$ cat config.mk
export PLATFORM = sky130hd
export DESIGN_NAME = depth_band_average_unit
export DESIGN_NICKNAME = d
export VERILOG_FILES = /design/src/hw/rtl/dba_pkg.sv /design/src/hw/rtl/dba_datapath.sv /design/src/hw/rtl/dba_ctrl.sv /design/src/hw/rtl/depth_band_average_unit.sv
export SDC_FILE = /design/constraint.sdc
export NUM_CORES = 1
export LEC_CHECK = 0
export ABC_CLOCK_PERIOD_IN_PS = 16239
export BUFFER_PORTS_ARGS = -buffer_cell sky130_fd_sc_hd__clkbuf_2
export CORE_AREA = 4 4 250 435
export DETAILED_ROUTE_END_ITERATION = 7
export DIE_AREA = 0 0 254 439
export GPL_TIMING_DRIVEN = 0
export PLACE_DENSITY = 0.42
export SYNTH_ARGS = -nofsm -noshare
export SYNTH_HDL_FRONTEND = slang
export SYNTH_SLANG_ARGS = --single-unit
export TNS_END_PERCENT = 10
$ cat constraint.sdc
create_clock -name clk -period 16.24 [get_ports clk]
set_input_delay 0.812 -clock clk [delete_from_list [all_inputs] [get_ports clk]]
set_output_delay 0.812 -clock clk [all_outputs]
set_load 0.01 [all_outputs]
$ cat src/hw/rtl/dba_pkg.sv
// Shared types and constants for the depth band average unit.
package dba_pkg;

  localparam int BANDS_DEF      = 8;
  localparam int MAX_WIDTH_DEF  = 1024;
  localparam int MAX_HEIGHT_DEF = 1024;

  localparam int DEPTH_W     = 16;
  localparam int SUM_W       = 34;
  localparam int CNT_W       = 18;
  localparam int BAND_OUT_W  = 3;
  localparam int CFG_IDX_W   = 2;
  localparam int CFG_DATA_W  = 16;
  localparam int WIDTH_CFG_W = 11;
  localparam int ROW_CFG_W   = 10;

  localparam logic [CNT_W-1:0]       COUNT_MAX     = '1;
  localparam logic [DEPTH_W-1:0]     MIN_REL_RST   = 16'd500;
  localparam logic [DEPTH_W-1:0]     MAX_REL_RST   = 16'd4500;
  localparam logic [WIDTH_CFG_W-1:0] WIDTH_RST     = 11'd512;
  localparam logic [ROW_CFG_W-1:0]   START_ROW_RST = 10'd212;

  typedef enum logic [CFG_IDX_W-1:0] {
    REG_MIN_RELIABLE = 2'd0,
    REG_MAX_RELIABLE = 2'd1,
    REG_IMAGE_WIDTH  = 2'd2,
    REG_START_ROW    = 2'd3
  } cfg_reg_t;

  typedef struct packed {
    logic rd_sel;
    logic div_load;
    logic div_step;
    logic clear;
  } dba_cmd_t;

endpackage

$ cat src/hw/rtl/dba_datapath.sv
// Datapath: configuration, pixel position tracking, band accumulators and divider.
module dba_datapath
  import dba_pkg::*;
#(
  parameter int BANDS      = BANDS_DEF,
  parameter int MAX_WIDTH  = MAX_WIDTH_DEF,
  parameter int MAX_HEIGHT = MAX_HEIGHT_DEF,
  localparam int AW = (BANDS > 1) ? $clog2(BANDS) : 1
) (
  input  logic                  clk,
  input  logic                  rst_n,
  input  logic                  cfg_we,
  input  logic [CFG_IDX_W-1:0]  cfg_index,
  input  logic [CFG_DATA_W-1:0] cfg_data,
  input  logic                  pix_accept,
  input  logic [DEPTH_W-1:0]    in_depth,
  input  dba_cmd_t              cmd,
  input  logic [AW-1:0]         band_sel,
  output logic [DEPTH_W-1:0]    average
);

  localparam int BIW   = $clog2(BANDS + 1);
  localparam int WW    = $clog2(MAX_WIDTH + 1);
  localparam int CW    = $clog2(MAX_WIDTH);
  localparam int RW    = (MAX_HEIGHT > 1) ? $clog2(MAX_HEIGHT) : 1;
  localparam int LB    = $clog2(BANDS);
  localparam int SH    = WW + LB;
  localparam int PW    = SH + WW + 1;
  localparam int CLW   = (WW > WIDTH_CFG_W) ? WW : WIDTH_CFG_W;
  localparam int RLW   = (RW > ROW_CFG_W) ? RW : ROW_CFG_W;
  localparam int ENT_W = SUM_W + CNT_W;
  localparam longint unsigned RECIP_L = ((longint'(1) << SH) + BANDS - 1) / BANDS;
  localparam logic [PW-1:0] RECIP = PW'(RECIP_L);
  localparam int W_RST_I = (int'(WIDTH_RST) > MAX_WIDTH) ? MAX_WIDTH : int'(WIDTH_RST);
  localparam logic [WW-1:0] W_RST  = WW'(W_RST_I);
  localparam logic [WW-1:0] BW_RST = WW'(W_RST_I / BANDS);

  logic [DEPTH_W-1:0]   min_r, max_r;
  logic [WW-1:0]        w_r, bw_r;
  logic [ROW_CFG_W-1:0] start_r;

  logic [CW-1:0]  col_r;
  logic [WW-1:0]  sub_r;
  logic [BIW-1:0] band_r;
  logic [RW-1:0]  row_r;

  logic [ENT_W-1:0]   mem [BANDS];
  logic [BANDS-1:0]   vld_r;
  logic [ENT_W-1:0]   rd_data_r;
  logic               rd_vld_r;
  logic [AW-1:0]      rd_addr_r;
  logic               s1_valid_r;
  logic               s1_hit_r;
  logic [DEPTH_W-1:0] s1_depth_r;
  logic               fwd_en_r;
  logic [AW-1:0]      fwd_addr_r;
  logic [ENT_W-1:0]   fwd_data_r;

  logic [CNT_W-1:0]   rem_r;
  logic [DEPTH_W-1:0] quo_r;
  logic [CNT_W-1:0]   div_cnt_r;
  logic               zero_r;

  logic [CLW-1:0]   w_cfg;
  logic [WW-1:0]    w_new;
  logic [PW-1:0]    prod;
  logic [WW-1:0]    bw_new;
  logic             row_ok, region, in_range, hit0;
  logic [AW-1:0]    pix_addr, rd_addr;
  logic [WW-1:0]    col_inc;
  logic [ENT_W-1:0] ent;
  logic [SUM_W-1:0] ent_sum;
  logic [CNT_W-1:0] ent_cnt;
  logic             wr_en;
  logic [ENT_W-1:0] wr_data;
  logic [CNT_W:0]   div_t;
  logic             div_ge;

  assign w_cfg = CLW'(cfg_data[WIDTH_CFG_W-1:0]);

  always_comb begin
    if (w_cfg == '0) begin
      w_new = WW'(1);
    end else if (w_cfg > CLW'(MAX_WIDTH)) begin
      w_new = WW'(MAX_WIDTH);
    end else begin
      w_new = w_cfg[WW-1:0];
    end
  end

  // Band width is the clamped width times a rounded-up reciprocal of BANDS.
  assign prod   = PW'(w_new) * RECIP;
  assign bw_new = prod[SH +: WW];

  always_ff @(posedge clk) begin
    if (!rst_n) begin
      min_r   <= MIN_REL_RST;
      max_r   <= MAX_REL_RST;
      w_r     <= W_RST;
      bw_r    <= BW_RST;
      start_r <= START_ROW_RST;
    end else if (cfg_we) begin
      case (cfg_reg_t'(cfg_index))
        REG_MIN_RELIABLE: min_r <= cfg_data[DEPTH_W-1:0];
        REG_MAX_RELIABLE: max_r <= cfg_data[DEPTH_W-1:0];
        REG_IMAGE_WIDTH: begin
          w_r  <= w_new;
          bw_r <= bw_new;
        end
        REG_START_ROW:    start_r <= cfg_data[ROW_CFG_W-1:0];
        default:          min_r <= min_r;
      endcase
    end
  end

  assign row_ok   = RLW'(row_r) >= RLW'(start_r);
  assign region   = (bw_r != '0) && (band_r < BIW'(BANDS));
  assign in_range = (in_depth >= min_r) && (in_depth <= max_r);
  assign hit0     = row_ok && region && in_range;
  assign pix_addr = region ? band_r[AW-1:0] : '0;
  assign rd_addr  = cmd.rd_sel ? band_sel : pix_addr;
  assign col_inc  = WW'(col_r) + WW'(1);

  always_ff @(posedge clk) begin
    if (!rst_n || cmd.clear) begin
      col_r  <= '0;
      sub_r  <= '0;
      band_r <= '0;
      row_r  <= '0;
    end else if (pix_accept) begin
      if (col_inc >= w_r) begin
        col_r  <= '0;
        sub_r  <= '0;
        band_r <= '0;
        if (row_r != RW'(MAX_HEIGHT - 1)) begin
          row_r <= row_r + RW'(1);
        end
      end else begin
        col_r <= col_inc[CW-1:0];
        if (region) begin
          if (sub_r == bw_r - WW'(1)) begin
            sub_r  <= '0;
            band_r <= band_r + BIW'(1);
          end else begin
            sub_r <= sub_r + WW'(1);
          end
        end
      end
    end
  end

  // The entry written in the previous cycle is not yet in the read data.
  always_comb begin
    if (fwd_en_r && fwd_addr_r == rd_addr_r) begin
      ent = fwd_data_r;
    end else if (rd_vld_r) begin
      ent = rd_data_r;
    end else begin
      ent = '0;
    end
  end

  assign ent_sum = ent[SUM_W-1:0];
  assign ent_cnt = ent[SUM_W +: CNT_W];
  assign wr_en   = s1_valid_r && s1_hit_r && (ent_cnt != COUNT_MAX);
  assign wr_data = {ent_cnt + CNT_W'(1), ent_sum + SUM_W'(s1_depth_r)};

  always_ff @(posedge clk) begin
    if (wr_en) begin
      mem[rd_addr_r] <= wr_data;
    end
    rd_data_r  <= mem[rd_addr];
    rd_vld_r   <= vld_r[rd_addr];
    rd_addr_r  <= rd_addr;
    s1_hit_r   <= hit0;
    s1_depth_r <= in_depth;
    fwd_addr_r <= wr_en ? rd_addr_r : fwd_addr_r;
    fwd_data_r <= wr_en ? wr_data : fwd_data_r;
  end

  always_ff @(posedge clk) begin
    if (!rst_n || cmd.clear) begin
      vld_r      <= '0;
      fwd_en_r   <= 1'b0;
      s1_valid_r <= 1'b0;
    end else begin
      s1_valid_r <= pix_accept;
      if (wr_en) begin
        vld_r[rd_addr_r] <= 1'b1;
        fwd_en_r         <= 1'b1;
      end
    end
  end

  // Restoring division; the quotient always fits in the depth width.
  assign div_t  = {rem_r, quo_r[DEPTH_W-1]};
  assign div_ge = div_t >= {1'b0, div_cnt_r};

  always_ff @(posedge clk) begin
    if (cmd.div_load) begin
      rem_r     <= CNT_W'(ent_sum[SUM_W-1:DEPTH_W]);
      quo_r     <= ent_sum[DEPTH_W-1:0];
      div_cnt_r <= ent_cnt;
      zero_r    <= (ent_cnt == '0);
    end else if (cmd.div_step) begin
      rem_r <= div_ge ? CNT_W'(div_t - {1'b0, div_cnt_r}) : div_t[CNT_W-1:0];
      quo_r <= {quo_r[DEPTH_W-2:0], div_ge};
    end
  end

  assign average = zero_r ? '0 : quo_r;

endmodule

$ cat src/hw/rtl/dba_ctrl.sv
// Controller: pixel intake and the per-band readout sequence at frame end.
module dba_ctrl
  import dba_pkg::*;
#(
  parameter int BANDS = BANDS_DEF,
  localparam int AW = (BANDS > 1) ? $clog2(BANDS) : 1
) (
  input  logic                  clk,
  input  logic                  rst_n,
  input  logic                  in_valid,
  input  logic                  in_last,
  input  logic                  out_stall,
  output logic                  in_stall,
  output logic                  pix_accept,
  output logic                  out_valid,
  output logic [BAND_OUT_W-1:0] out_band,
  output logic                  out_last_band,
  output dba_cmd_t              cmd,
  output logic [AW-1:0]         band_sel
);

  localparam int STEP_W = $clog2(DEPTH_W);
  localparam logic [STEP_W-1:0] STEP_LAST = STEP_W'(DEPTH_W - 1);
  localparam logic [AW-1:0]     K_LAST    = AW'(BANDS - 1);

  typedef enum logic [2:0] {
    S_RUN,
    S_READ,
    S_LOAD,
    S_DIV,
    S_SHOW
  } state_t;

  state_t            state_r, state_nxt;
  logic [AW-1:0]     k_r, k_nxt;
  logic [STEP_W-1:0] step_r, step_nxt;
  logic              out_valid_r, out_valid_nxt;

  assign in_stall      = !rst_n || (state_r != S_RUN);
  assign pix_accept    = in_valid && !in_stall;
  assign out_valid     = out_valid_r;
  assign out_band      = BAND_OUT_W'(k_r);
  assign out_last_band = (k_r == K_LAST);
  assign band_sel      = k_r;

  always_comb begin
    state_nxt     = state_r;
    k_nxt         = k_r;
    step_nxt      = step_r;
    out_valid_nxt = out_valid_r;
    cmd           = '0;
    case (state_r)
      S_RUN: begin
        if (pix_accept && in_last) begin
          state_nxt = S_READ;
          k_nxt     = '0;
        end
      end
      S_READ: begin
        cmd.rd_sel = 1'b1;
        state_nxt  = S_LOAD;
      end
      S_LOAD: begin
        cmd.div_load = 1'b1;
        step_nxt     = '0;
        state_nxt    = S_DIV;
      end
      S_DIV: begin
        cmd.div_step = 1'b1;
        step_nxt     = step_r + STEP_W'(1);
        if (step_r == STEP_LAST) begin
          state_nxt     = S_SHOW;
          out_valid_nxt = 1'b1;
        end
      end
      S_SHOW: begin
        if (!out_stall) begin
          out_valid_nxt = 1'b0;
          if (k_r == K_LAST) begin
            cmd.clear = 1'b1;
            state_nxt = S_RUN;
          end else begin
            k_nxt     = k_r + AW'(1);
            state_nxt = S_READ;
          end
        end
      end
      default: state_nxt = S_RUN;
    endcase
  end

  always_ff @(posedge clk) begin
    if (!rst_n) begin
      state_r     <= S_RUN;
      k_r         <= '0;
      step_r      <= '0;
      out_valid_r <= 1'b0;
    end else begin
      state_r     <= state_nxt;
      k_r         <= k_nxt;
      step_r      <= step_nxt;
      out_valid_r <= out_valid_nxt;
    end
  end

  a_last_starts_readout: assert property (@(posedge clk) disable iff (!rst_n)
    (pix_accept && in_last) |=> (state_r == S_READ && k_r == '0))
    else $error("Last pixel did not start the readout at band zero.");

  a_final_band_returns: assert property (@(posedge clk) disable iff (!rst_n)
    (out_valid && !out_stall && out_last_band) |=> (state_r == S_RUN && !out_valid))
    else $error("Final band transfer did not return to pixel intake.");

  a_div_done_shows: assert property (@(posedge clk) disable iff (!rst_n)
    (state_r == S_DIV && step_r == STEP_LAST) |=> (out_valid && $stable(k_r)))
    else $error("Divider finish did not present a result.");

  a_valid_only_show: assert property (@(posedge clk) disable iff (!rst_n)
    out_valid |-> (state_r == S_SHOW && in_stall))
    else $error("Result presented outside the output state.");

endmodule

$ cat src/hw/rtl/depth_band_average_unit.sv
// Top level of the depth band average unit.
// Depth pixels are taken one per cycle in raster order. After the transfer of
// the pixel marked last, the unit stops taking pixels and reads out one result
// per band, left to right: each band goes through one accumulator read, one
// divider load, 16 steps of the shared restoring divider, and an output state
// that holds while the output is stalled; pixel intake resumes after the last
// band. Accumulators clear as the last band's result is transferred.
module depth_band_average_unit
  import dba_pkg::*;
#(
  parameter int BANDS      = BANDS_DEF,
  parameter int MAX_WIDTH  = MAX_WIDTH_DEF,
  parameter int MAX_HEIGHT = MAX_HEIGHT_DEF
) (
  input  logic                  clk,
  input  logic                  rst_n,
  input  logic                  cfg_we,
  input  logic [CFG_IDX_W-1:0]  cfg_index,
  input  logic [CFG_DATA_W-1:0] cfg_data,
  input  logic                  in_valid,
  output logic                  in_stall,
  input  logic [DEPTH_W-1:0]    in_depth,
  input  logic                  in_last_pixel,
  output logic                  out_valid,
  input  logic                  out_stall,
  output logic [BAND_OUT_W-1:0] out_band,
  output logic [DEPTH_W-1:0]    out_average,
  output logic                  out_last_band
);

  localparam int AW = (BANDS > 1) ? $clog2(BANDS) : 1;

  dba_cmd_t      cmd;
  logic [AW-1:0] band_sel;
  logic          pix_accept;

  dba_ctrl #(
    .BANDS(BANDS)
  ) u_ctrl (
    .clk           (clk),
    .rst_n         (rst_n),
    .in_valid      (in_valid),
    .in_last       (in_last_pixel),
    .out_stall     (out_stall),
    .in_stall      (in_stall),
    .pix_accept    (pix_accept),
    .out_valid     (out_valid),
    .out_band      (out_band),
    .out_last_band (out_last_band),
    .cmd           (cmd),
    .band_sel      (band_sel)
  );

  dba_datapath #(
    .BANDS      (BANDS),
    .MAX_WIDTH  (MAX_WIDTH),
    .MAX_HEIGHT (MAX_HEIGHT)
  ) u_datapath (
    .clk        (clk),
    .rst_n      (rst_n),
    .cfg_we     (cfg_we),
    .cfg_index  (cfg_index),
    .cfg_data   (cfg_data),
    .pix_accept (pix_accept),
    .in_depth   (in_depth),
    .cmd        (cmd),
    .band_sel   (band_sel),
    .average    (out_average)
  );

endmodule
; After elaboration in Yosys (flattened, before gate mapping)
; Memory sizes are Yosys's and may differ from the RTL's. A register that Yosys moved wholly into a read port is not among the register bits.
; Index checks and enable logic that the tools add are counted.
[word_totals]
ramBits = 416
output_inout_bits = 22
inputBits = 40
mem_count = 1
regBits = 246
wordCells = 145
[classes]
magnitude_cmp = 10
eq_ne = 17
n_addsub = 10
mux = 44
n_reduce_logical = 36
n_bitwise = 1
[memory_table]
columns = name, depth, word_bits, read_ports, rd_clocked_by_memory_dff, write_ports, line_no
row1 = u_datapath.mem, 8, 52, 1, 1, 1, dba_datapath.sv:47  ; logic [ENT_W-1:0] mem [BANDS];
[ops]
columns = operator, count
row1 = two-way mux 52 bit, 2
row2 = two-way mux 11 bit, 5
row3 = two-way mux 18 bit, 3
row4 = two-way mux 16 bit, 3
row5 = adder 34 x 16 -> 34 bit, 1
row6 = two-way mux 3 bit, 8
row7 = greater-or-equal comparator 19 x 18 -> 1 bit, 1
row8 = "adder 18 x 1 -> 18 bit, second input constant", 1
row9 = zero test 18 bit, 1
row10 = "!= test 18 bit, second input constant", 1
row11 = subtractor 18 bit, 1
row12 = greater-or-equal comparator 16 bit, 1
row13 = less-or-equal comparator 16 bit, 1
row14 = case mux 3 bit (5 select lines), 1
row15 = two-way mux 1 bit, 13
row16 = two-way mux 4 bit, 3
row17 = AND reduction 3 bit, 4
row18 = nonzero test 2 bit, 6
row19 = "adder 10 x 1 -> 11 bit, second input constant", 1
row20 = "adder 11 x 1 -> 11 bit, second input constant", 1
row21 = == test 11 bit, 1
row22 = greater-or-equal comparator 11 bit, 1
row23 = "> comparator 11 bit, second input constant", 1
row24 = zero test 11 bit, 1
row25 = other kinds (34), 56

; Depth between registers and ports, before layout
; Gate-level depths: netlist of the first run.
[depth]
depth_word = 7
ltp_mapped = 22
depth_no_buf = 15

; Hierarchy
; A second synthesis of the first run with hierarchy kept.
[unflattened]
cells_unflattened = 2766
hier_area_um2 = 31537.7
[modules_own_cells]
columns = module, area_each_um2, instances, seq_area_each_um2, cells_per_inst
row1 = dba_datapath, 30850.8, 1, 19158.4, 2685
row2 = dba_ctrl, 686.9, 1, 220.2, 81

; Least setup slack after synthesis of the first run
; Ideal clock, no wire load.
[synth_timing]
path_kind = reg-to-reg
from = reg u_datapath.rd_addr_r[0]
to = mem u_datapath.mem[1][0] in the netlist's numbering (enable)
setup_ns = 0.526
slack_ns = 8.906
synth_period_minus_slack_ns = 7.334
stages_incl_launch_ff = 18
path_buffers = 6
arrival_ns = 6.808
required_ns = 15.714
path_cell_list = dfxtp_1 > buf_4 > xnor2_1 > and4_1 > buf_2 > buf_6 > buf_2 > buf_4 > buf_2 > o21a_1 > inv_1 > ha_1 > nand3_1 > nor3_2 > a21o_4 > inv_4 > nand2_1 > nor3_1
[synth_via]
elab_chain_cells = 7
[synth_lines]
columns = item, line_no
row1 = start: declaration, dba_datapath.sv:51  ; logic [AW-1:0] rd_addr_r;
row2 = start signal: assignment, dba_datapath.sv:174  ; rd_addr_r <= rd_addr;
row3 = == test 3 bit, dba_datapath.sv:154  ; if (fwd_en_r && fwd_addr_r == rd_addr_r) begin
row4 = logical AND 1 bit, dba_datapath.sv:154
row5 = two-way mux 52 bit, dba_datapath.sv:154
row6 = net u_datapath.ent[34], dba_datapath.sv:71  ; logic [ENT_W-1:0] ent;
row7 = != test 18 bit, dba_datapath.sv:165  ; assign wr_en = s1_valid_r && s1_hit_r && (ent_cnt != COUNT_MAX);
row8 = logical AND 1 bit, dba_datapath.sv:165
row9 = net u_datapath.wr_en, dba_datapath.sv:74  ; logic wr_en;
row10 = two-way mux 1 bit, dba_datapath.sv:169  ; if (wr_en) begin
row11 = two-way mux 1 bit (implied by the code), dba_datapath.sv:170  ; mem[rd_addr_r] <= wr_data;
row12 = end: declaration, dba_datapath.sv:47
; The timed path passes the listed nets, and every way through them passes these cells.

; Final worst setup path of the first run
[layout_timing]
from = reg u_datapath.rd_vld_r
to = mem u_datapath.mem[1][26] in the netlist's numbering, data pin
[layout_via]
elab_chain_cells = 3
[layout_lines]
columns = item, line_no
row1 = start: declaration, dba_datapath.sv:50  ; logic rd_vld_r;
row2 = start signal: assignment, dba_datapath.sv:173  ; rd_vld_r <= vld_r[rd_addr];
row3 = two-way mux 52 bit, dba_datapath.sv:156  ; end else if (rd_vld_r) begin
row4 = two-way mux 52 bit, dba_datapath.sv:154
row5 = adder 34 x 16 -> 34 bit, dba_datapath.sv:166  ; assign wr_data = {ent_cnt + CNT_W'(1), ent_sum + SUM_W'(s1_depth_r)};
row6 = net u_datapath.wr_data[26], dba_datapath.sv:75  ; logic [ENT_W-1:0] wr_data;
; The timed path passes the listed nets, and every way through them passes these cells.

==> flow_summary.toml, run 1 <==
[run]
cap_violations = 0

[final_layout]
final_cell_mix = "679 x nand2_1, 524 x edfxtp_1, 337 x nand3_1"
final_common_cell = "nand2_1"
antennaDiodeCount = 0
multiInputGateArea_mm2 = 0.0109
nFillCells = 10599
fin_nets = 3165
area_growth_pct = 15.6
drive_gt1_frac = 0.0996
seq_area_mm2 = 0.0194

[power_and_ir_drop]
powerDensity_mw_per_mm2 = 107
power_switching_w = 0.000884
p_comb_frac = 0.065
vdd_drop_max_mv = 0.0769
clkPwrFrac = 0.424
p_int_w = 0.00297
seqPwrFrac = 0.511
p_leak_nw = 13.6
power_switching_share = 0.229

[synthesis]
synth_fp_nets = 3004
yosysWarnings = 0
async_flop_share = 0
ys_ff_latch = 706
syn-mean-instance-area_um2 = 10.9
synth_flop_cell = "edfxtp_1"
synth-edff-count = 524
synth_cells = 2864
synth-seq-area-share = 0.619
synth_cell_types = 80
syn_area_mm2 = 0.0313

[sta]
worstMarginPinSlew_ns = 1.13
maxSlewViolCount = 0
setup_viol = 0
max_freq_ghz = 0.145
fin_setup_tns_ns = 0
hold_ws_ns = 0.313
grt_setup_unrepaired = "no"
fin_worst_skew_ns = 0.0248
finalCritPeriodShare = 0.426
relSlewSlack = 0.250
period_minus_slack_ns = 6.92
finalHoldViolations = 0

[placement]
dp_hpwl_um = 74700
io_buffers = 60
gp_congestion = 0.877

[detailed_routing]
route.vias.total = 22083
wl_per_cell_um = 22.8
final_antenna_net_count = 0
drt_iter0_markers = 1272
drc = 0
finalWirelength_um = 101000
vias_per_cell = 4.98
dr.pass1.iters = 5

[die]
start_util = 0.298
io_pins = 62
die_y_um = 439
die-area_mm2 = 0.112
rows = 157
die_w_um = 254
core_mm2 = 0.105

[grt]
grt_max_degree = 62
antenna_found_initial = 0
grt.total_usage = 0.180
first_global_vias = 23009
overflow = 0
grt_pass1_wl_um = 149000

[worst_setup_path]
slowest_delay_ns = 0.86
critPathArrivalTime_ns = 7.26
crit_type = "flip-flop to flip-flop"
crit_path_end_kind = "flip-flop"
crit_required_ns = 16.58
crit_buf_inv = 6
cp-start-kind = "flip-flop"
crit_path_frequent_cell = "clkbuf_1"
crit_chain = "buf_2 -> clkbuf_1 -> clkbuf_1 -> clkbuf_1 -> nand3_1 -> nand2_1 -> ha_1 -> inv_1 -> fa_1 -> nand2b_1 -> a21oi_1 -> o41a_1 -> nor2_1 -> o21bai_1 -> o31a_1 -> clkbuf_1 -> nand4_1 -> xnor2_1"
cp_slowest_cell = "clkbuf_1"
path_delay_family = "buffers and inverters"
crit_fanout = 10

[clock_network]
clock-sinks = 706
cts_max_path_buffers = 3
htree_levels = 3
hold_buffers = 0
cts.clk_slew.worst_paths_ns = 0.06
cts_tree = "yes"
cts_setup_buffers = 0
insertion_delay_ns = 0.65
cts_resized = 0
numCtsBuffers = 68
root_buffer = "clkbuf_16"

[run_status]
status = "complete, no violations"

[hold_path]
min_path_type = "input port to flip-flop"
[Yosys cell counts, drive strengths merged, types with 5 or more instances]
cell type / instances / area, µm²
dfxtp: 182 / 3640
inv: 107 / 404
nand2b: 20 / 125
and2: 8 / 50.1
a21oi: 96 / 492
nor3: 21 / 125
a22oi: 14 / 110
a211oi: 8 / 72.6
edfxtp: 524 / 15700
nand4: 28 / 175
xor2: 45 / 394
and3: 47 / 294
nor4: 11 / 81.3
nand3b: 13 / 97.6
a21o: 11 / 90.1
o21bai: 5 / 37.5
o211ai: 20 / 155
o21a: 18 / 135
xnor2: 54 / 473
nor2: 81 / 314
nor2b: 37 / 231
a21boi: 32 / 240
nor3b: 10 / 75.1
mux2: 18 / 203
and4: 5 / 43.8
o21ai: 106 / 546
clkbuf: 79 / 297
nand3: 338 / 1700
buf: 65 / 340
a31oi: 8 / 50.1
nand2: 679 / 2550
mux2i: 27 / 283
ha: 98 / 1230
[through the flow]
stage	area, µm²	cells	utilization	total power, W	setup WS, ns
floorplan	31300	2864	-	0.00218	8.91
global placement	33300	4275	0.317	0.00226	2.67
detailed placement	33900	4306	0.323	0.00227	9.19
CTS	36200	4432	0.345	0.00392	9.17
global route	36200	4432	0.345	0.00401	8.95
finish	36200	4432	0.345	0.00386	9.32
[final timing paths]
path,depth (start not counted),to,startpoint,slack (ns)
hold reg to reg,0,u_datapath.fwd_addr_r[2],u_datapath.rd_addr_r[2],0.43
setup reg to reg,18,u_datapath.mem[1][26],u_datapath.rd_vld_r,9.32
setup / recovery,18,u_datapath.mem[1][26],u_datapath.rd_vld_r,9.32
hold / removal,1,u_datapath.s1_depth_r[0],in_depth[0],0.31
[cell type report]
cell class                 instances  area share
sequential                       706       0.536
multi-input combinational       1907       0.302
clock buffer                      97      0.0538
tap                             1351      0.0467
timing repair buffer              91      0.0243
buffer                           144      0.0176
inverter                         107      0.0112
clock inverter                    29     0.00855
[worst reg2reg max path, delay by kind of cell (launching register included)]
family,cells,cell delay (ns)
AO/OA/AOI/OAI,4,1.05
adder cells (fa/ha/maj),2,0.58
AND/OR/NAND/NOR,5,0.96
flip-flops,1,0.30
buffers and inverters,6,3.08
XOR/XNOR,1,0.66
[state kept, by name, summed over array words and instances (netlist names), 4 cells and up]
| name | count |
|---|---|
| u_datapath.max_r | 16 |
| u_datapath.quo_r | 16 |
| u_datapath.rd_data_r | 52 |
| u_datapath.min_r | 16 |
| u_datapath.mem | 416 |
| u_datapath.row_r | 10 |
| u_ctrl.step_r | 4 |
| u_datapath.rem_r | 18 |
| u_datapath.s1_depth_r | 16 |
| u_datapath.div_cnt_r | 18 |
| u_datapath.vld_r | 8 |
| u_datapath.start_r | 10 |
| u_datapath.col_r | 10 |
| u_datapath.w_r | 11 |
| u_datapath.fwd_data_r | 52 |
| u_datapath.sub_r | 11 |
| u_datapath.band_r | 4 |
[power groups by stage]
stage	clock network [W]	logic [W]	registers, W
2_1_floorplan	0	0.000172	0.00200
3_3_place_gp	0	0.000246	0.00201
3_5_place_dp	0	0.000253	0.00201
4_1_cts	0.00169	0.000254	0.00197
5_1_grt	0.00176	0.000277	0.00197
6_report	0.00164	0.000250	0.00197
[cell families after synthesis]
| family | synth area share |
|---|---|
| fa+ha+maj | 0.0405 |
| mux | 0.0155 |
| flops | 0.619 |
| xor+xnor | 0.0277 |
| simple gates | 0.191 |
| buf+inv | 0.0333 |
| compound gates | 0.0723 |
[metal layers]
metal	global-route usage	up-vias	share of wire
met5	0	-	0
met4	0.0833	0	0.046
met3	0.0230	198	0.032
met2	0.361	487	0.57
met1	0.179	10940	0.35
li1	-	10458	-
Note: power is estimated with default switching activity, not from simulation.
==> run 2, diff against run 1 <==
Settings changed: ABC_CLOCK_PERIOD_IN_PS 16239 to 6600.
Clock period 16.24 ns to 6.6 ns, I/O delays scaled along.
==> run 2 against run 1 <==
Via count up 0.73%. Final cell count up 0.41%. Clock power up 150%. First-iteration DRC count down 5.8%. Combinational power rose to 2.5 times the previous value. Sequential share of layout area down 0.39 points. Critical endpoint is now u_datapath.mem[1][32]. Highest routed layer unchanged.
==> flow_summary.toml, run 2 (synthesis gave the netlist of run 1 again) <==
[power_and_ir_drop]
powerDensity_mw_per_mm2 = 261
p_leak_nw = 13.7
vdd_drop_max_mv = 0.187

[placement]
io_buffers = 60
placed_cell_area_mm2 = 0.0339
dp_hpwl_um = 74700
place_ws_ns = -0.405
gp_congestion = 0.907
placed_cells = 4303

[hold_path]
min_path_type = "input port to flip-flop"

[detailed_routing]
wl_per_cell_um = 22.8
final_antenna_net_count = 0
drc = 0
drt_iter0_markers = 1198
dr.pass1.iters = 5
route.vias.total = 22245
vias_per_cell = 5.00
finalWirelength_um = 101000

[worst_setup_path]
r2r-end = "u_datapath.mem[1][32]"
crit_type = "flip-flop to flip-flop"
worstRegToRegCells = 19
crit_start = "u_datapath.rd_addr_r[1]"
worstReg2RegStart = "u_datapath.rd_addr_r[1]"
crit_required_ns = 6.95
critPathArrivalTime_ns = 6.66
endpoint = "u_datapath.mem[1][32]"
cp-start-kind = "flip-flop"
rrSetupSlack_ns = 0.28
crit_path_end_kind = "flip-flop"
crit_fanout = 10

[die]
start_util = 0.298
die_y_um = 439
die_w_um = 254
core_mm2 = 0.105
io_pins = 62
die-area_mm2 = 0.112
rows = 157

[sta]
period_minus_slack_ns = 6.32
finalHoldViolations = 0
maxSlewViolCount = 0
fin_setup_tns_ns = 0
fin_worst_skew_ns = 0.0210
finalCritPeriodShare = 0.957
setup_slack_ns = 0.283
grt_setup_unrepaired = "no"
max_freq_ghz = 0.158
worstMarginPinSlew_ns = 1.29
setup_viol = 0
relSlewSlack = 0.140

[run]
cap_violations = 0

[final_layout]
final_cells = 4450
largest_register = "u_datapath.mem"
top_regs = "u_datapath.mem x416, u_datapath.fwd_data_r x52, u_datapath.rd_data_r x52"
nFillCells = 10534
antennaDiodeCount = 0
drive_gt1_frac = 0.0987
final_common_cell = "nand2_1"
multiInputGateArea_mm2 = 0.0109
seq_area_mm2 = 0.0194
area_growth_pct = 16.5
final_cell_mix = "679 x nand2_1, 524 x edfxtp_1, 337 x nand3_1"
final_util = 0.347
largest_register_ffs = 416
fin_area_mm2 = 0.0364
fin_nets = 3186

[grt]
antenna_found_initial = 0
grt.total_usage = 0.180
overflow = 0
grt_max_degree = 62
first_global_vias = 22819
grt_pass1_wl_um = 149000

[clock_network]
clock-sinks = 706
cts.clk_slew.worst_paths_ns = 0.07
cts_max_path_buffers = 3
root_buffer = "clkbuf_16"
htree_levels = 3
cts_tree = "yes"
insertion_delay_ns = 0.64
cts_setup_buffers = 0
numCtsBuffers = 67

[run_status]
status = "complete, no violations"
[run 2: cell count changes in the layout (fill, tap and decap cells not counted), sizes merged]
cell,change
dlygate4sd3,+25
clkbuf,-8
buf,-3
clkinvlp,+3
bufinv,+2
clkinv,-1
[run 2: cell type report]
cell class	count	share of cell area
clock inverters	33	0.00938
repair buffers	113	0.0314
inverters	107	0.0112
multi-input cells	1907	0.300
clock buffers	89	0.0517
flip-flops and latches	706	0.532
plain buffers	144	0.0177
well taps	1351	0.0464
[run 2: worst min path at each step]
stage,depth (start not counted),end,slack (ns),from
after detailed placement,0,u_datapath.fwd_addr_r[2],0.42,u_datapath.rd_addr_r[2]
final,3,u_datapath.min_r[2],0.06,cfg_data[2]
after global placement,0,u_datapath.fwd_addr_r[2],0.41,u_datapath.rd_addr_r[2]
after CTS,3,u_datapath.min_r[2],0.001,cfg_data[2]
after floorplan,0,u_datapath.s1_depth_r[0],0.36,in_depth[0]
after global routing,3,u_datapath.max_r[2],0.05,cfg_data[2]
[run 2: timing repair]
action / 4_1_cts / 5_1_grt
cloned: 0 / 0
setup endpoints to repair: 121 / 100
hold endpoints to repair: 33 / 0
gates resized for setup: 4 / 7
hold buffers: 25 / 0
pin swaps: 0 / 1
[run 2: worst max-delay path, cell delays in order (launching register included)]
cell and delay (ns):
dfxtp_1 0.33, buf_2 0.25, xnor2_1 0.13, nand4_1 0.39, buf_2 0.43, clkbuf_1 0.76
nand3_1 0.27, nand2_1 0.16, ha_1 0.19, inv_1 0.06, fa_1 0.39, nand2b_1 0.19
a21oi_1 0.33, o41a_1 0.20, nor2_1 0.09, o21bai_1 0.23, o31a_1 0.25, clkbuf_1 0.52
nand3b_1 0.26, xor2_1 0.57
[run 2: report_power, final]
| part | internal [W] | switching (W) |
|---|---|---|
| logic | 0.000244 | 0.000389 |
| clock network | 0.00229 | 0.00174 |
| registers | 0.00481 | 0.0000386 |
| total | 0.00735 | 0.00217 |
[run 2: per-layer routing]
metal	share of wire	vias to the layer above	global-route usage	wire, µm
li1	-	10499	-	-
met1	0.35	11060	0.183	36000
met2	0.57	517	0.363	57800
met3	0.034	169	0.0214	3480
met4	0.042	0	0.0733	4240
met5	0	-	0	0
[run 2: metrics by stage]
stage	hold WS, ns	total power [W]
final	0.0561	0.00952
after global routing	0.0504	0.00987
after CTS	0.00124	0.00965
after detailed placement	0.421	0.00558
after global placement	0.414	0.00556
after floorplan	0.358	0.00535
==> run 3, diff against run 2 <==
Settings changed: CORE_AREA 4 4 250 435 to 4 4 251 436, DIE_AREA 0 0 254 439 to 0 0 255 440, SYNTH_HIERARCHICAL from default to 1.
==> run 3 against run 2 <==
Register-to-register slack got worse by 0.12 ns. Routed wire length grew 2.0%. Via count is 1.1% higher. Largest power group unchanged. Critical path type unchanged. Worst setup slack worse by 0.12 ns.
==> flow_summary.toml, run 3 <==
[power_and_ir_drop]
finalPower_w = 0.0101
vdd_drop_max_mv = 0.173
p_leak_nw = 13.2
powerDensity_mw_per_mm2 = 272

[synthesis]
yosysTopAreaCellShare = 0.499
yosysWarnings = 6
yosys-top-cells-area = "edfxtp_1 50%, dfxtp_1 12%, nand2_1 6.4%, ha_1 3.9%, nand3_1 3.2%"
ys_ff_latch = 706
synth.largest_area_cell = "edfxtp_1"
syn_area_mm2 = 0.0315
synth-edff-count = 524
synth_cells = 2766
synth_flop_cell = "edfxtp_1"
async_flop_share = 0
synth_fp_nets = 2906
synth_cell_types = 85
synth-seq-area-share = 0.614
synth.most_common_cell = "nand2_1"
syn-mean-instance-area_um2 = 11.4
synthTopCellsByCount = "537 x nand2_1, 524 x edfxtp_1, 199 x nand3_1"

[sta]
setup_viol = 0
finalCritPeriodShare = 0.976
fin_worst_skew_ns = 0.0218
relSlewSlack = 0.311
max_freq_ghz = 0.155
grt_setup_unrepaired = "yes"
finalHoldViolations = 0
worstMarginPinSlew_ns = 1.01
period_minus_slack_ns = 6.44
maxSlewViolCount = 0

[worst_setup_path]
r2r-end = "u_datapath/mem[1][16]"
crit_path_end_kind = "flip-flop"
crit_type = "flip-flop to flip-flop"
crit_fanout = 11
worstRegToRegCells = 21
cp-start-kind = "flip-flop"
cp_slowest_cell = "clkbuf_1"
slowest_delay_ns = 0.55
crit_path_frequent_cell = "buf_4"
critPathArrivalTime_ns = 6.80
crit_chain = "buf_2 -> xnor2_1 -> and4_1 -> clkbuf_1 -> buf_2 -> clkbuf_2 -> buf_2 -> o21a_1 -> inv_1 -> ha_1 -> and4_1 -> nand2_2 -> nand3_2 -> nor4_4 -> buf_4 -> buf_4 -> buf_4 -> buf_4 -> buf_4 -> buf_4 -> buf_4"
crit_required_ns = 6.96
rrSetupSlack_ns = 0.16
worstReg2RegStart = "u_datapath/rd_addr_r[0]"

[run_status]
status = "complete, no violations"

[placement]
dp_hpwl_um = 76700
placed_cell_area_mm2 = 0.0342
gp_congestion = 0.852
io_buffers = 59

[clock_network]
cts_max_path_buffers = 3
numCtsBuffers = 72
clock-sinks = 706
cts.clk_slew.worst_paths_ns = 0.06
htree_levels = 3
cts_tree = "yes"
root_buffer = "clkbuf_16"
insertion_delay_ns = 0.66

[final_layout]
largest_register_ffs = 416
final_cell_mix = "537 x nand2_1, 524 x edfxtp_1, 199 x nand3_1"
largest_register = "u_datapath/mem"
fin_area_mm2 = 0.0370
fin_nets = 3128
drive_gt1_frac = 0.123
final_common_cell = "nand2_1"
area_growth_pct = 17.2
top_regs = "u_datapath/mem x416, u_datapath/fwd_data_r x52, u_datapath/rd_data_r x52"

[die]
start_util = 0.298
die-area_mm2 = 0.112
core_mm2 = 0.106
die_w_um = 255
io_pins = 62
die_y_um = 440
rows = 158

[detailed_routing]
vias_per_cell = 5.10
final_antenna_net_count = 0
finalWirelength_um = 104000
wl_per_cell_um = 23.5
drt_iter0_markers = 1522
drc = 0
route.vias.total = 22492
dr.pass1.iters = 6

[hold_path]
min_path_type = "input port to flip-flop"
min_from = "cfg_data[8]"
holdPathStages = 3
min_to = "u_datapath/start_r[8]"

[grt]
grt_pass1_wl_um = 152000
antenna_found_initial = 3
grt.total_usage = 0.183
grt_max_degree = 57
overflow = 0
first_global_vias = 23244

[run]
cap_violations = 0
==> run 3: changes by cell type in the layout (fill, tap and decap cells not counted), moves of 20 or more <==
cell      delta
nand2_1    -142
o21ai_0     -32
buf_6       +29
clkbuf_1    +22
a31o_2      +46
a211oi_1    +51
nor2b_1     +52
nand3_1    -138
a31oi_1     +20
a311oi_1    +56
xor2_1      -21
buf_4       +27
==> run 3: logic make-up (layout without fill, tap and decap cells) <==
family | after synthesis | after routing | synth area share
flip-flops | 706 | 706 | 0.614
AND/OR/NAND/NOR | 1071 | 1071 | 0.158
AO/OA/AOI/OAI | 528 | 528 | 0.122
multiplexers | 35 | 35 | 0.0113
buffers and inverters | 250 | 529 | 0.0330
adder cells (fa/ha/maj) | 100 | 100 | 0.0401
other | 0 | 3 | 0
XOR/XNOR | 76 | 76 | 0.0211
==> run 3: final cells by class <==
type	instances	area, µm²
Tap cell	1360	1700
Timing Repair Buffer	148	1210
Antenna cell	3	7.51
Buffer	153	686
Inverter	97	367
Clock buffer	105	2060
Clock inverter	26	315
Sequential cell	706	19400
Fill cell	10569	69000
Multi-Input combinational cell	1810	11200
==> run 3: worst max-delay path by stage <==
stage | to | from | slack (ns)
after global routing | u_datapath/mem[1][17] | u_datapath/rd_addr_r[0] | -0.19
after floorplan | u_datapath/mem[0][0] | u_datapath/rd_addr_r[0] | -1.76
final | u_datapath/mem[1][16] | u_datapath/rd_addr_r[0] | 0.16
after global placement | u_datapath/mem[0][25] | u_datapath/rd_addr_r[0] | -9.90
after CTS | u_datapath/mem[1][17] | u_datapath/rd_addr_r[0] | 0.12
after detailed placement | u_datapath/mem[1][13] | u_datapath/rd_addr_r[0] | -0.58
==> run 3: per-stage QoR <==
step | instances | util | setup slack (ns) | hold slack (ns) | TNS (ns)
2_1_floorplan | 2766 | - | -1.76 | 0.358 | -298.65
3_3_place_gp | 4185 | 0.316 | -9.90 | 0.417 | -3138.34
3_5_place_dp | 4247 | 0.323 | -0.584 | 0.427 | -9.86
4_1_cts | 4405 | 0.348 | 0.123 | 0.00664 | 0
5_1_grt | 4405 | 0.349 | -0.190 | 0.0455 | -1.27
6_report | 4408 | 0.349 | 0.161 | 0.0540 | 0
==> run 3: what timing repair did <==
item,in CTS,in global routing
hold buffers,27,0
resized for setup,3,11
pin swaps,0,1
setup buffers,0,0
hold endpoints to repair,38,0
endpoints found under the setup margin,101,79
==> run 3: where the power goes <==
| part | internal [W] | total (W) | switching (W) |
|---|---|---|---|
| logic | 0.000359 | 0.000917 | 0.000558 |
| registers | 0.00487 | 0.00496 | 0.0000829 |
| clock network | 0.00239 | 0.00418 | 0.00179 |
| total | 0.00762 | 0.0101 | 0.00244 |
==> run 3: critical path, delay by kind of cell, from the launching register on <==
family	cells	cell delay [ns]
DFF	1	0.34
and+or+nand+nor	5	1.44
adders and majority gates	1	0.36
AOI/OAI and AO/OA	1	0.42
xor gates and xnor gates	1	0.18
buffers and inverters	13	3.37
==> run 3: routing by layer <==
layer	up-vias	wire, µm	track usage
li1	10607	-	-
met1	11177	37600	0.189
met2	545	58600	0.363
met3	163	4330	0.0342
met4	0	2990	0.0613
met5	-	0	0
